==> config.mk <==
export PLATFORM = sky130hd
export DESIGN_NAME = hotp_totp_code_check
export DESIGN_NICKNAME = d
export VERILOG_FILES = /design/src/htcc_pkg.sv /design/src/htcc_sha1_core.sv /design/src/htcc_divider.sv /design/src/hotp_totp_code_check.sv
export SDC_FILE = /design/constraint.sdc
export NUM_CORES = 2
export LEC_CHECK = 0
export BUFFER_PORTS_ARGS = -buffer_cell sky130_fd_sc_hd__clkbuf_2
export CORE_UTILIZATION = 35
export CTS_BUF_LIST = sky130_fd_sc_hd__clkbuf_2
export DETAILED_ROUTE_END_ITERATION = 8
export SLEW_MARGIN = 20
export SYNTH_ARGS = -nofsm -noshare
export SYNTH_HDL_FRONTEND = slang
export SYNTH_HIERARCHICAL = 1
export SYNTH_SLANG_ARGS = --single-unit
==> constraint.sdc <==
create_clock -name i_clk -period 45.8 [get_ports i_clk]
set_input_delay 4.58 -clock i_clk [delete_from_list [all_inputs] [get_ports i_clk]]
set_output_delay 4.58 -clock i_clk [all_outputs]
set_load 0.005 [all_outputs]
==> src/htcc_pkg.sv <==
`timescale 1ns / 1ps
package htcc_pkg;
    localparam int KeyUpperW = 64;
    localparam int KeyLowerW = 16;
    localparam int StepW = 16;
    localparam int ValueW = 64;
    localparam int CodeW = 20;
    localparam int CfgIdxW = 2;
    localparam int CfgDataW = 64;
    localparam logic [StepW-1:0] StepReset = 16'd30;
    localparam logic [CodeW-1:0] CodeMod = 20'd1000000;
    // 10^6 shifted left by 11: largest multiple used when reducing a 31-bit value
    localparam logic [30:0] CodeModTop = 31'd2048000000;
    localparam logic [3:0] CodeModShift = 4'd11;
    localparam logic [7:0] Ipad = 8'h36;
    localparam logic [7:0] Opad = 8'h5c;

    localparam logic [1:0] CfgKeyUpper = 2'd0;
    localparam logic [1:0] CfgKeyLower = 2'd1;
    localparam logic [1:0] CfgTimeStep = 2'd2;
    localparam logic [1:0] CfgEpoch = 2'd3;

    localparam logic [31:0] H0 = 32'h67452301;
    localparam logic [31:0] H1 = 32'hEFCDAB89;
    localparam logic [31:0] H2 = 32'h98BADCFE;
    localparam logic [31:0] H3 = 32'h10325476;
    localparam logic [31:0] H4 = 32'hC3D2E1F0;

    typedef struct packed {
        logic         start;
        logic [511:0] block;
        logic         use_init;
    } t_sha_req;

    typedef struct packed {
        logic         done;
        logic [159:0] digest;
    } t_sha_rsp;
endpackage

==> src/htcc_sha1_core.sv <==
`timescale 1ns / 1ps
// One SHA-1 compression, one round per cycle, 16-word schedule window.
module htcc_sha1_core (
    input  logic                i_clk,
    input  logic                i_rst_n,
    input  htcc_pkg::t_sha_req  i_req,
    output htcc_pkg::t_sha_rsp  o_rsp
);
    logic [511:0] r_w;
    logic [31:0]  r_a, r_b, r_c, r_d, r_e;
    logic [159:0] r_h;
    logic [6:0]   r_round;
    logic         r_busy;
    logic         r_done;

    logic [31:0] s_w0, s_f, s_k, s_t, s_wn;
    logic [159:0] s_hin;

    assign s_hin = i_req.use_init ?
        {htcc_pkg::H0, htcc_pkg::H1, htcc_pkg::H2, htcc_pkg::H3, htcc_pkg::H4} : r_h;
    assign s_w0 = r_w[511:480];

    // Pick round function and constant
    always_comb begin
        if (r_round < 7'd20) begin
            s_f = (r_b & r_c) | (~r_b & r_d);
            s_k = 32'h5A827999;
        end else if (r_round < 7'd40) begin
            s_f = r_b ^ r_c ^ r_d;
            s_k = 32'h6ED9EBA1;
        end else if (r_round < 7'd60) begin
            s_f = (r_b & r_c) | (r_b & r_d) | (r_c & r_d);
            s_k = 32'h8F1BBCDC;
        end else begin
            s_f = r_b ^ r_c ^ r_d;
            s_k = 32'hCA62C1D6;
        end
    end

    logic [31:0] s_x;
    assign s_t  = {r_a[26:0], r_a[31:27]} + s_f + r_e + s_k + s_w0;
    assign s_x  = r_w[95:64] ^ r_w[255:224] ^ r_w[447:416] ^ r_w[511:480];
    assign s_wn = {s_x[30:0], s_x[31]};

    // Advance one round per cycle
    always_ff @(posedge i_clk) begin
        if (!i_rst_n) begin
            r_busy <= 1'b0;
            r_done <= 1'b0;
            r_round <= '0;
        end else begin
            r_done <= 1'b0;
            if (i_req.start && !r_busy) begin
                r_busy <= 1'b1;
                r_round <= '0;
                r_w <= i_req.block;
                r_h <= s_hin;
                {r_a, r_b, r_c, r_d, r_e} <= s_hin;
            end else if (r_busy) begin
                r_a <= s_t;
                r_b <= r_a;
                r_c <= {r_b[1:0], r_b[31:2]};
                r_d <= r_c;
                r_e <= r_d;
                r_w <= {r_w[479:0], s_wn};
                if (r_round == 7'd79) begin
                    r_busy <= 1'b0;
                    r_done <= 1'b1;
                    r_h <= {r_h[159:128] + s_t, r_h[127:96] + r_a,
                            r_h[95:64] + {r_b[1:0], r_b[31:2]},
                            r_h[63:32] + r_c, r_h[31:0] + r_d};
                end
                r_round <= r_round + 7'd1;
            end
        end
    end

    assign o_rsp.done = r_done;
    assign o_rsp.digest = r_h;

`ifndef ASSERT_OFF
    a_done_after_last: assert property (@(posedge i_clk) disable iff (!i_rst_n)
        (r_busy && r_round == 7'd79) |=> r_done)
        else $error("done missing after last round");
    a_done_idle: assert property (@(posedge i_clk) disable iff (!i_rst_n)
        r_done |-> !r_busy)
        else $error("done while busy");
    a_round_range: assert property (@(posedge i_clk) disable iff (!i_rst_n)
        r_busy |-> r_round < 7'd80)
        else $error("round out of range");
`endif
endmodule

==> src/htcc_divider.sv <==
`timescale 1ns / 1ps
// Restoring divider, one quotient bit per cycle.
module htcc_divider #(
    parameter int NumW = htcc_pkg::ValueW,
    parameter int DenW = htcc_pkg::StepW
) (
    input  logic            i_clk,
    input  logic            i_rst_n,
    input  logic            i_start,
    input  logic [NumW-1:0] i_num,
    input  logic [DenW-1:0] i_den,
    output logic            o_done,
    output logic [NumW-1:0] o_quot
);
    localparam int CntW = $clog2(NumW + 1);
    logic [NumW-1:0] r_q;
    logic [DenW-1:0] r_r, r_d;
    logic [CntW-1:0] r_cnt;
    logic            r_busy, r_done;
    logic [DenW:0]   s_trial;

    assign s_trial = {r_r, r_q[NumW-1]};

    // Shift in one numerator bit, subtract when it fits
    always_ff @(posedge i_clk) begin
        if (!i_rst_n) begin
            r_busy <= 1'b0;
            r_done <= 1'b0;
            r_cnt <= '0;
        end else begin
            r_done <= 1'b0;
            if (i_start && !r_busy) begin
                r_busy <= 1'b1;
                r_q <= i_num;
                r_r <= '0;
                r_d <= i_den;
                r_cnt <= CntW'(NumW);
            end else if (r_busy) begin
                if (s_trial >= {1'b0, r_d}) begin
                    r_r <= DenW'(s_trial - {1'b0, r_d});
                    r_q <= {r_q[NumW-2:0], 1'b1};
                end else begin
                    r_r <= s_trial[DenW-1:0];
                    r_q <= {r_q[NumW-2:0], 1'b0};
                end
                r_cnt <= r_cnt - 1'b1;
                if (r_cnt == CntW'(1)) begin
                    r_busy <= 1'b0;
                    r_done <= 1'b1;
                end
            end
        end
    end

    assign o_done = r_done;
    assign o_quot = r_q;
endmodule

==> src/hotp_totp_code_check.sv <==
`timescale 1ns / 1ps
// HOTP/TOTP six-digit code checker (HMAC-SHA1, 10-byte key). Raise start
// while busy is low; the item is taken at that edge and busy stays high
// until the result is out. One result appears on o_generated_code and
// o_code_match with o_result_valid high for exactly one cycle; it cannot be
// stalled, so the receiver must take it then. An HOTP item runs four SHA-1
// compressions on one shared round unit (load, 80 rounds, handoff), then the
// modulo 10^6 by compare and subtract of shifted multiples. TOTP first runs
// the counter division on a bit-serial divider. A new item can be taken at
// the edge that takes the result. A time step of zero acts as one; candidates
// above 999999 never match. Configuration writes are taken only while idle
// and start is low.
module hotp_totp_code_check (
    input  logic                          i_clk,
    input  logic                          i_rst_n,
    input  logic                          start,
    output logic                          busy,
    input  logic                          i_cmd,
    input  logic [htcc_pkg::ValueW-1:0]   i_value,
    input  logic [htcc_pkg::CodeW-1:0]    i_candidate_code,
    output logic                          o_result_valid,
    output logic [htcc_pkg::CodeW-1:0]    o_generated_code,
    output logic                          o_code_match,
    input  logic                          i_cfg_valid,
    output logic                          o_cfg_ready,
    input  logic [htcc_pkg::CfgIdxW-1:0]  i_cfg_index,
    input  logic [htcc_pkg::CfgDataW-1:0] i_cfg_data
);
    localparam logic [3:0] StIdle = 4'd0;
    localparam logic [3:0] StDiv  = 4'd1;
    localparam logic [3:0] StIn1  = 4'd2;
    localparam logic [3:0] StIn2  = 4'd3;
    localparam logic [3:0] StOut1 = 4'd4;
    localparam logic [3:0] StOut2 = 4'd5;
    localparam logic [3:0] StMod  = 4'd6;
    localparam logic [3:0] StOut  = 4'd7;

    logic [63:0] r_key_upper, r_epoch;
    logic [15:0] r_key_lower, r_step;
    logic [3:0]  r_state;
    logic        r_go;
    logic [63:0] r_counter;
    logic [19:0] r_cand, r_code;
    logic [159:0] r_inner;
    logic        r_match, r_valid;

    htcc_pkg::t_sha_req s_req;
    htcc_pkg::t_sha_rsp s_rsp;
    logic [511:0] s_kblk;
    logic [7:0]   s_pad;

    logic         s_dstart, s_ddone;
    logic [63:0]  s_dnum, s_dquot;
    logic [15:0]  s_dden;

    assign o_cfg_ready = (r_state == StIdle) && !start;

    // Write configuration registers
    always_ff @(posedge i_clk) begin
        if (!i_rst_n) begin
            r_key_upper <= '0;
            r_key_lower <= '0;
            r_step <= htcc_pkg::StepReset;
            r_epoch <= '0;
        end else if (i_cfg_valid && o_cfg_ready) begin
            case (i_cfg_index)
                htcc_pkg::CfgKeyUpper: r_key_upper <= i_cfg_data;
                htcc_pkg::CfgKeyLower: r_key_lower <= i_cfg_data[15:0];
                htcc_pkg::CfgTimeStep: r_step <= i_cfg_data[15:0];
                htcc_pkg::CfgEpoch:    r_epoch <= i_cfg_data;
                default: ;
            endcase
        end
    end

    // Key block xor pad
    assign s_pad = (r_state == StIn1) ? htcc_pkg::Ipad : htcc_pkg::Opad;
    assign s_kblk = {r_key_upper, r_key_lower, 432'd0} ^ {64{s_pad}};

    // Feed the shared SHA-1 unit
    always_comb begin
        s_req.start = r_go;
        s_req.use_init = (r_state == StIn1) || (r_state == StOut1);
        case (r_state)
            StIn2:  s_req.block = {r_counter, 8'h80, 376'd0, 64'd576};
            StOut2: s_req.block = {r_inner, 8'h80, 280'd0, 64'd672};
            default: s_req.block = s_kblk;
        endcase
    end

    htcc_sha1_core u_sha (
        .i_clk(i_clk), .i_rst_n(i_rst_n), .i_req(s_req), .o_rsp(s_rsp)
    );

    // Dynamic truncation
    logic [3:0]   s_off;
    logic [159:0] s_sh;
    logic [30:0]  s_bin;
    assign s_off = s_rsp.digest[3:0];
    assign s_sh  = s_rsp.digest << {s_off, 3'b000};
    assign s_bin = s_sh[158:128];

    logic r_dgo;
    logic [63:0] r_dnum;
    logic [15:0] r_dden;
    assign s_dstart = r_dgo;
    assign s_dnum = r_dnum;
    assign s_dden = r_dden;

    htcc_divider #(.NumW(htcc_pkg::ValueW), .DenW(htcc_pkg::StepW)) u_div_t (
        .i_clk(i_clk), .i_rst_n(i_rst_n), .i_start(s_dstart),
        .i_num(s_dnum), .i_den(s_dden), .o_done(s_ddone),
        .o_quot(s_dquot)
    );

    // Reduce modulo 10^6: subtract 10^6 * 2^k when it fits, k from 11 down to 0
    logic [30:0] r_rem, r_sub;
    logic [3:0]  r_mstep;
    logic        s_mfit;
    logic [30:0] s_mnext;
    assign s_mfit  = (r_rem >= r_sub);
    assign s_mnext = s_mfit ? (r_rem - r_sub) : r_rem;

    // Sequence one item
    always_ff @(posedge i_clk) begin
        if (!i_rst_n) begin
            r_state <= StIdle;
            r_go <= 1'b0;
            r_dgo <= 1'b0;
            r_valid <= 1'b0;
        end else begin
            r_go <= 1'b0;
            r_dgo <= 1'b0;
            r_valid <= 1'b0;
            case (r_state)
                StIdle: if (start) begin
                    r_cand <= i_candidate_code;
                    if (i_cmd) begin
                        r_dnum <= i_value - r_epoch;
                        r_dden <= (r_step == '0) ? 16'd1 : r_step;
                        r_dgo <= 1'b1;
                        r_state <= StDiv;
                    end else begin
                        r_counter <= i_value;
                        r_go <= 1'b1;
                        r_state <= StIn1;
                    end
                end
                StDiv: if (s_ddone) begin
                    r_counter <= s_dquot;
                    r_go <= 1'b1;
                    r_state <= StIn1;
                end
                StIn1: if (s_rsp.done) begin r_go <= 1'b1; r_state <= StIn2; end
                StIn2: if (s_rsp.done) begin
                    r_inner <= s_rsp.digest;
                    r_go <= 1'b1;
                    r_state <= StOut1;
                end
                StOut1: if (s_rsp.done) begin r_go <= 1'b1; r_state <= StOut2; end
                StOut2: if (s_rsp.done) begin
                    r_rem <= s_bin;
                    r_sub <= htcc_pkg::CodeModTop;
                    r_mstep <= htcc_pkg::CodeModShift;
                    r_state <= StMod;
                end
                StMod: begin
                    r_rem <= s_mnext;
                    r_sub <= {1'b0, r_sub[30:1]};
                    r_mstep <= r_mstep - 4'd1;
                    if (r_mstep == 4'd0) begin
                        r_code <= s_mnext[19:0];
                        r_match <= (s_mnext[19:0] == r_cand);
                        r_valid <= 1'b1;
                        r_state <= StIdle;
                    end
                end
                default: r_state <= StIdle;
            endcase
        end
    end

    assign busy = (r_state != StIdle);
    assign o_result_valid = r_valid;
    assign o_generated_code = r_code;
    assign o_code_match = r_match;

`ifndef ASSERT_OFF
    a_result_idle: assert property (@(posedge i_clk) disable iff (!i_rst_n)
        r_valid |-> r_state == StIdle)
        else $error("result outside idle");
    a_match_cons: assert property (@(posedge i_clk) disable iff (!i_rst_n)
        r_valid |-> (r_match == (r_code == r_cand)))
        else $error("match flag inconsistent");
    a_code_range: assert property (@(posedge i_clk) disable iff (!i_rst_n)
        r_valid |-> r_code < htcc_pkg::CodeMod)
        else $error("code out of range");
`endif
endmodule

Word-level counts from Yosys, hierarchy flattened
Cells that the tools add are included.
{"block": "totals", "ff_bits": 1524, "out_inout_bits": 24, "wordCells": 201}
{"block": "classes", "addsub": 15, "n_lt_le_gt_ge": 5, "eq_ne": 21, "shift": 1, "mux": 66, "n_bitwise": 17, "n_reduce_logical": 40}
{"cell": "512-bit two-way mux", "n": 2}
{"cell": "512-bit one-hot mux with 2 select lines", "n": 1}
{"cell": "160-bit two-way mux", "n": 4}
{"cell": "512-bit by 511-bit bitwise XOR with 512-bit output", "n": 1}
{"cell": "32-bit two-way mux", "n": 15}
{"cell": "64-bit two-way mux", "n": 5}
{"cell": "32-bit adder", "n": 9}
{"cell": "160-bit by 7-bit << shifter with 159-bit output", "n": 1}
{"cell": "32-bit bitwise XOR", "n": 5}
{"cell": "32-bit bitwise AND", "n": 4}
{"cell": "64-bit one-hot mux with 2 select lines", "n": 1}
{"cell": "31-bit two-way mux", "n": 4}
{"cell": "31-bit one-hot mux with 2 select lines", "n": 2}
{"cell": "32-bit OR", "n": 3}
{"cell": "64-bit subtractor", "n": 1}
{"cell": "16-bit two-way mux", "n": 2}
{"cell": "4-bit two-way mux", "n": 8}
{"cell": "32-bit inverter", "n": 1}
{"cell": "31-bit greater-or-equal comparator", "n": 1}
{"cell": "31-bit subtractor", "n": 1}
{"cell": "4-bit one-hot mux with 7 select lines", "n": 1}
{"cell": "7-bit two-way mux", "n": 3}
{"cell": "20-bit equality test", "n": 1}
{"cell": "17-bit by 16-bit greater-or-equal comparator with 1-bit output", "n": 1}
{"cell": "35 further kinds", "n": 88}

Depth between registers and ports, before layout
{"block": "logic_depth", "ltp_word": 14, "mapped_depth": 33, "depth_no_buf": 33}

By module
Netlist, hierarchy kept.
{"mod": "htcc_sha1_core", "n_inst": 1, "cells_each": 4862, "area_per_inst_um2": 48068.6, "seq_area_each_um2": 25164.1}
{"mod": "hotp_totp_code_check", "n_inst": 1, "cells_each": 3024, "area_per_inst_um2": 32371.0, "seq_area_each_um2": 15665.0}
{"mod": "htcc_divider", "n_inst": 1, "cells_each": 536, "area_per_inst_um2": 5346.4, "seq_area_each_um2": 3062.9}

Least setup slack after synthesis
No wires, ideal clock.
{"block": "synth_timing", "kind": "input -> register", "start": "input port i_rst_n", "end": "register u_sha.r_a[0], enable pin", "setup_time_ps": 1105, "arrival_ps": 19345, "path_slack_ps": 25350, "cell_stages": 1, "path_buffers": 0, "cell_sequence": "o21a_1"}
{"block": "synth_between", "elab_chain_cells": 1}
{"element": "from (decl)", "line_no": "hotp_totp_code_check.sv:15", "source": "input logic i_rst_n,"}
{"element": "2-bit AND reduction (no line)"}
{"element": "to (signal assigned)", "line_no": "htcc_sha1_core.sv:58", "source": "{r_a, r_b, r_c, r_d, r_e} <= s_hin;"}
{"element": "to (signal assigned)", "line_no": "htcc_sha1_core.sv:60", "source": "r_a <= s_t;"}
{"element": "to (decl)", "line_no": "htcc_sha1_core.sv:10", "source": "logic [31:0] r_a, r_b, r_c, r_d, r_e;"}
No other way between the ends.
A chain may end at the register's enable or synchronous reset.

Worst setup path in the final report
{"block": "layout_timing", "start": "input port start", "end": "output port o_cfg_ready"}
{"block": "layout_between", "elab_chain_cells": 2}
{"element": "from (decl)", "line_no": "hotp_totp_code_check.sv:16", "source": "input logic start,"}
{"element": "1-bit zero test", "line_no": "hotp_totp_code_check.sv:56", "source": "assign o_cfg_ready = (r_state == StIdle) && !start;"}
{"element": "1-bit logical AND", "line_no": "hotp_totp_code_check.sv:56"}
{"element": "to (decl)", "line_no": "hotp_totp_code_check.sv:25", "source": "output logic o_cfg_ready,"}
No other way between the ends.

==> results.ini <==
[clocking]
cts-root-buf=clkbuf_2
post-cts-setup-buffers=0
cts-htree-levels=5
cts_buffer_depth=4
cts_tree=yes
cts_resized=0
postCtsHoldBufs=0
cts_buffers=418
clk_pin_slew_ps=110
cts.sinks=1523
insertion_delay_ps=2000

[synth]
synthFlopType=edfxtp_1
avgSynthCellArea_um2=10.2
yosysUniqueCellTypes=111
synth_seq_cells=1523
yosysSeqAreaShare=0.512
synth-edff-count=1339
synthCells=8422
ys_warn_count=6
synth_area_um2=85800
ys_async_sr_fraction=0

[run_status]
violations=design-rule violations
outcome=finished with violations

[grt]
use_met3=0.0491
grt-busiest-layer=met2
use_met2=0.365
grt-ovfl-total=0
grt_max_degree=193
grt_pass1_wl_um=439000
antenna_found_initial=32
grt_pass1_vias=64400
track_usage=0.240
use_met1=0.330

[sta]
fin_crit_ps=9620
drv_slew=0
whs_ps=396
finalClockSkew_ps=281
maxSlewHeadroom=0.141
post-route-period-util=0.210
fin_setup_tns_ps=0
worst_pin_slew_ps=1290
max_freq_mhz=104
hold_violations=0
setup_violations=0
rsz0062_at_grt=false

[routing]
wl_per_cell_um=24.8
drt-initial-drc-count=8245
vias=68100
drtAntennaViolNets=0
wl_um=306000
vias_per_cell=5.53
drc_errors=2
drt_pre_antenna_iters=8

[worst_setup_path]
setup.worst_path.end=o_cfg_ready
r2r-end=u_sha/r_h[159]
path_max_fanout=5
cp_data_arrival_time_ps=5040
rrSetupSlack_ps=36660
start_kind=primary input
endpoint_kind=output port
r2r-start=u_sha/r_round[4]
r2r_cells=34
worstSetupPathType=primary input to output port
cp-startpoint=start
worstPathRequired_ps=41220

[floorplan]
start_util=0.352
ios=179
die_area_um2=247000
die_h_um=497
core-area_um2=243000
chipWidth_um=497
core.rowCount=181

[min_path]
hold_class=flop to flop

[finish]
seqCellArea_um2=43900
utilization=0.386
fill_cells=24200
synthToLayoutAreaGrowth_pct=9.64
multi_input_area_um2=39300
fin_nets=9376
drive_above_1_share=0.137

[placement]
port_buffers=178
place_hpwl_um=219000
finalWeightedCongestion=0.983

[pwr]
power_density_nw_per_um2=80.3
vdd_drop_max_v=0.000167
leakagePower_nw=37.4

[flow_run]
maxCapViolCount=0

==> where the power goes <==
| group | leakage, nW | internal (mW) | switching (mW) | total, mW |
|---|---|---|---|---|
| clock network | 2.87 | 0.396 | 0.606 | 1.00 |
| registers | 13.7 | 2.00 | 0.245 | 2.24 |
| logic | 20.8 | 1.70 | 2.60 | 4.31 |
==> worst max-delay path, cell delays in order <==
cell and delay, ps:
clkbuf_2 120, nor2_2 190, clkbuf_2 150
==> routing by layer <==
metal / vias up / share of wire
li1: 30500 / -
met1: 33400 / 0.42
met2: 3504 / 0.44
met3: 644 / 0.094
met4: 16 / 0.046
met5: - / 0.00035
==> cells in the final DEF, fill, tap and decap left out, types with 22 or more instances in the layout <==
cell type / instances
a21boi_0: 169
a31oi_1: 29
and3_1: 64
nor2b_1: 49
o22ai_1: 43
o31ai_1: 25
nand2_1: 2593
clkbuf_2: 808
mux2i_1: 58
clkinv_1: 78
a22o_1: 25
inv_1: 357
a21oi_1: 331
nor3_1: 46
mux2_2: 82
xor2_1: 114
o21ai_0: 433
a211oi_1: 52
mux4_2: 136
a22oi_1: 52
or3_1: 22
nand2b_1: 54
dfxtp_1: 182
ha_1: 312
nand4_1: 29
conb_1: 86
edfxtp_1: 1339
buf_4: 89
nor2_1: 347
fa_1: 128
xnor2_1: 266
o21bai_1: 43
nand3_1: 74
a21o_1: 140
o21a_1: 48
==> Yosys cell counts (74+ instances only) <==
| cell | instances | area (µm²) |
|---|---|---|
| xor2_1 | 114 | 998 |
| nand2_1 | 2595 | 9740 |
| mux4_2 | 136 | 3060 |
| a21o_1 | 140 | 1050 |
| xnor2_1 | 267 | 2340 |
| nand3_1 | 74 | 370 |
| mux2_2 | 82 | 923 |
| o21ai_0 | 433 | 2170 |
| dfxtp_1 | 184 | 3680 |
| edfxtp_1 | 1339 | 40200 |
| ha_1 | 312 | 3900 |
| a21oi_1 | 332 | 1660 |
| a21boi_0 | 169 | 1270 |
| nor2_1 | 350 | 1310 |
| clkbuf_1 | 355 | 1330 |
| fa_1 | 128 | 2560 |
| inv_1 | 361 | 1360 |
==> final cells by class <==
| cell class | count | area share |
|---|---|---|
| sequential | 1523 | 0.467 |
| multi-input combinational | 6201 | 0.418 |
| tap | 3202 | 0.0426 |
| clock buffer | 631 | 0.0336 |
| timing repair buffer | 273 | 0.0181 |
| inverter | 364 | 0.0146 |
| clock inverter | 95 | 0.00565 |
| antenna | 18 | 0.000479 |
==> state kept, by name, summed over array words and instances (netlist names), 31 cells and up <==
signal / count
u_sha/r_w: 512
r_epoch: 64
r_sub: 31
r_counter: 64
u_sha/r_a: 32
u_sha/r_d: 32
u_sha/r_c: 32
u_div_t/o_quot: 64
r_key_upper: 64
r_inner: 160
u_sha/r_h: 160
u_sha/r_b: 32
u_sha/r_e: 32
r_rem: 31
r_dnum: 64
==> through the flow <==
step	cell area, µm²	std cells	power [mW]	setup WS (ps)
final	94100	12300	7.55	36180
after global routing	94000	12300	8.03	36140
after CTS	93900	12300	7.48	36180
after detailed placement	90300	11600	6.44	36180
after global placement	90300	11600	6.41	36190
after floorplan	86100	8507	5.34	25350
==> cells by family (layout without fill, tap and decap cells) <==
kind of cell               count (synthesis)  after routing  synth area share
AOI/OAI and AO/OA                       1621           1621             0.124
muxes                                    282            282            0.0540
and+or+nand+nor                         3390           3390             0.161
adders and majority gates                440            440            0.0754
buffers and inverters                    783           1363            0.0348
other                                      1            104         0.0000437
xor gates and xnor gates                 382            382            0.0392
DFF                                     1523           1523             0.512
==> worst min-delay path by stage <==
stage,startpoint,end,cells past startpoint
final,u_sha/r_w[379],u_sha/r_w[411],2
after global routing,u_sha/r_w[383],u_sha/r_w[415],2
after CTS,u_sha/r_w[336],u_sha/r_w[368],2
after detailed placement,r_dden[9],u_div_t/r_d[9],0
after global placement,r_dden[14],u_div_t/r_d[14],0
after floorplan,r_dden[0],u_div_t/r_d[0],0
No activity file was read; power rests on OpenSTA's default activity.
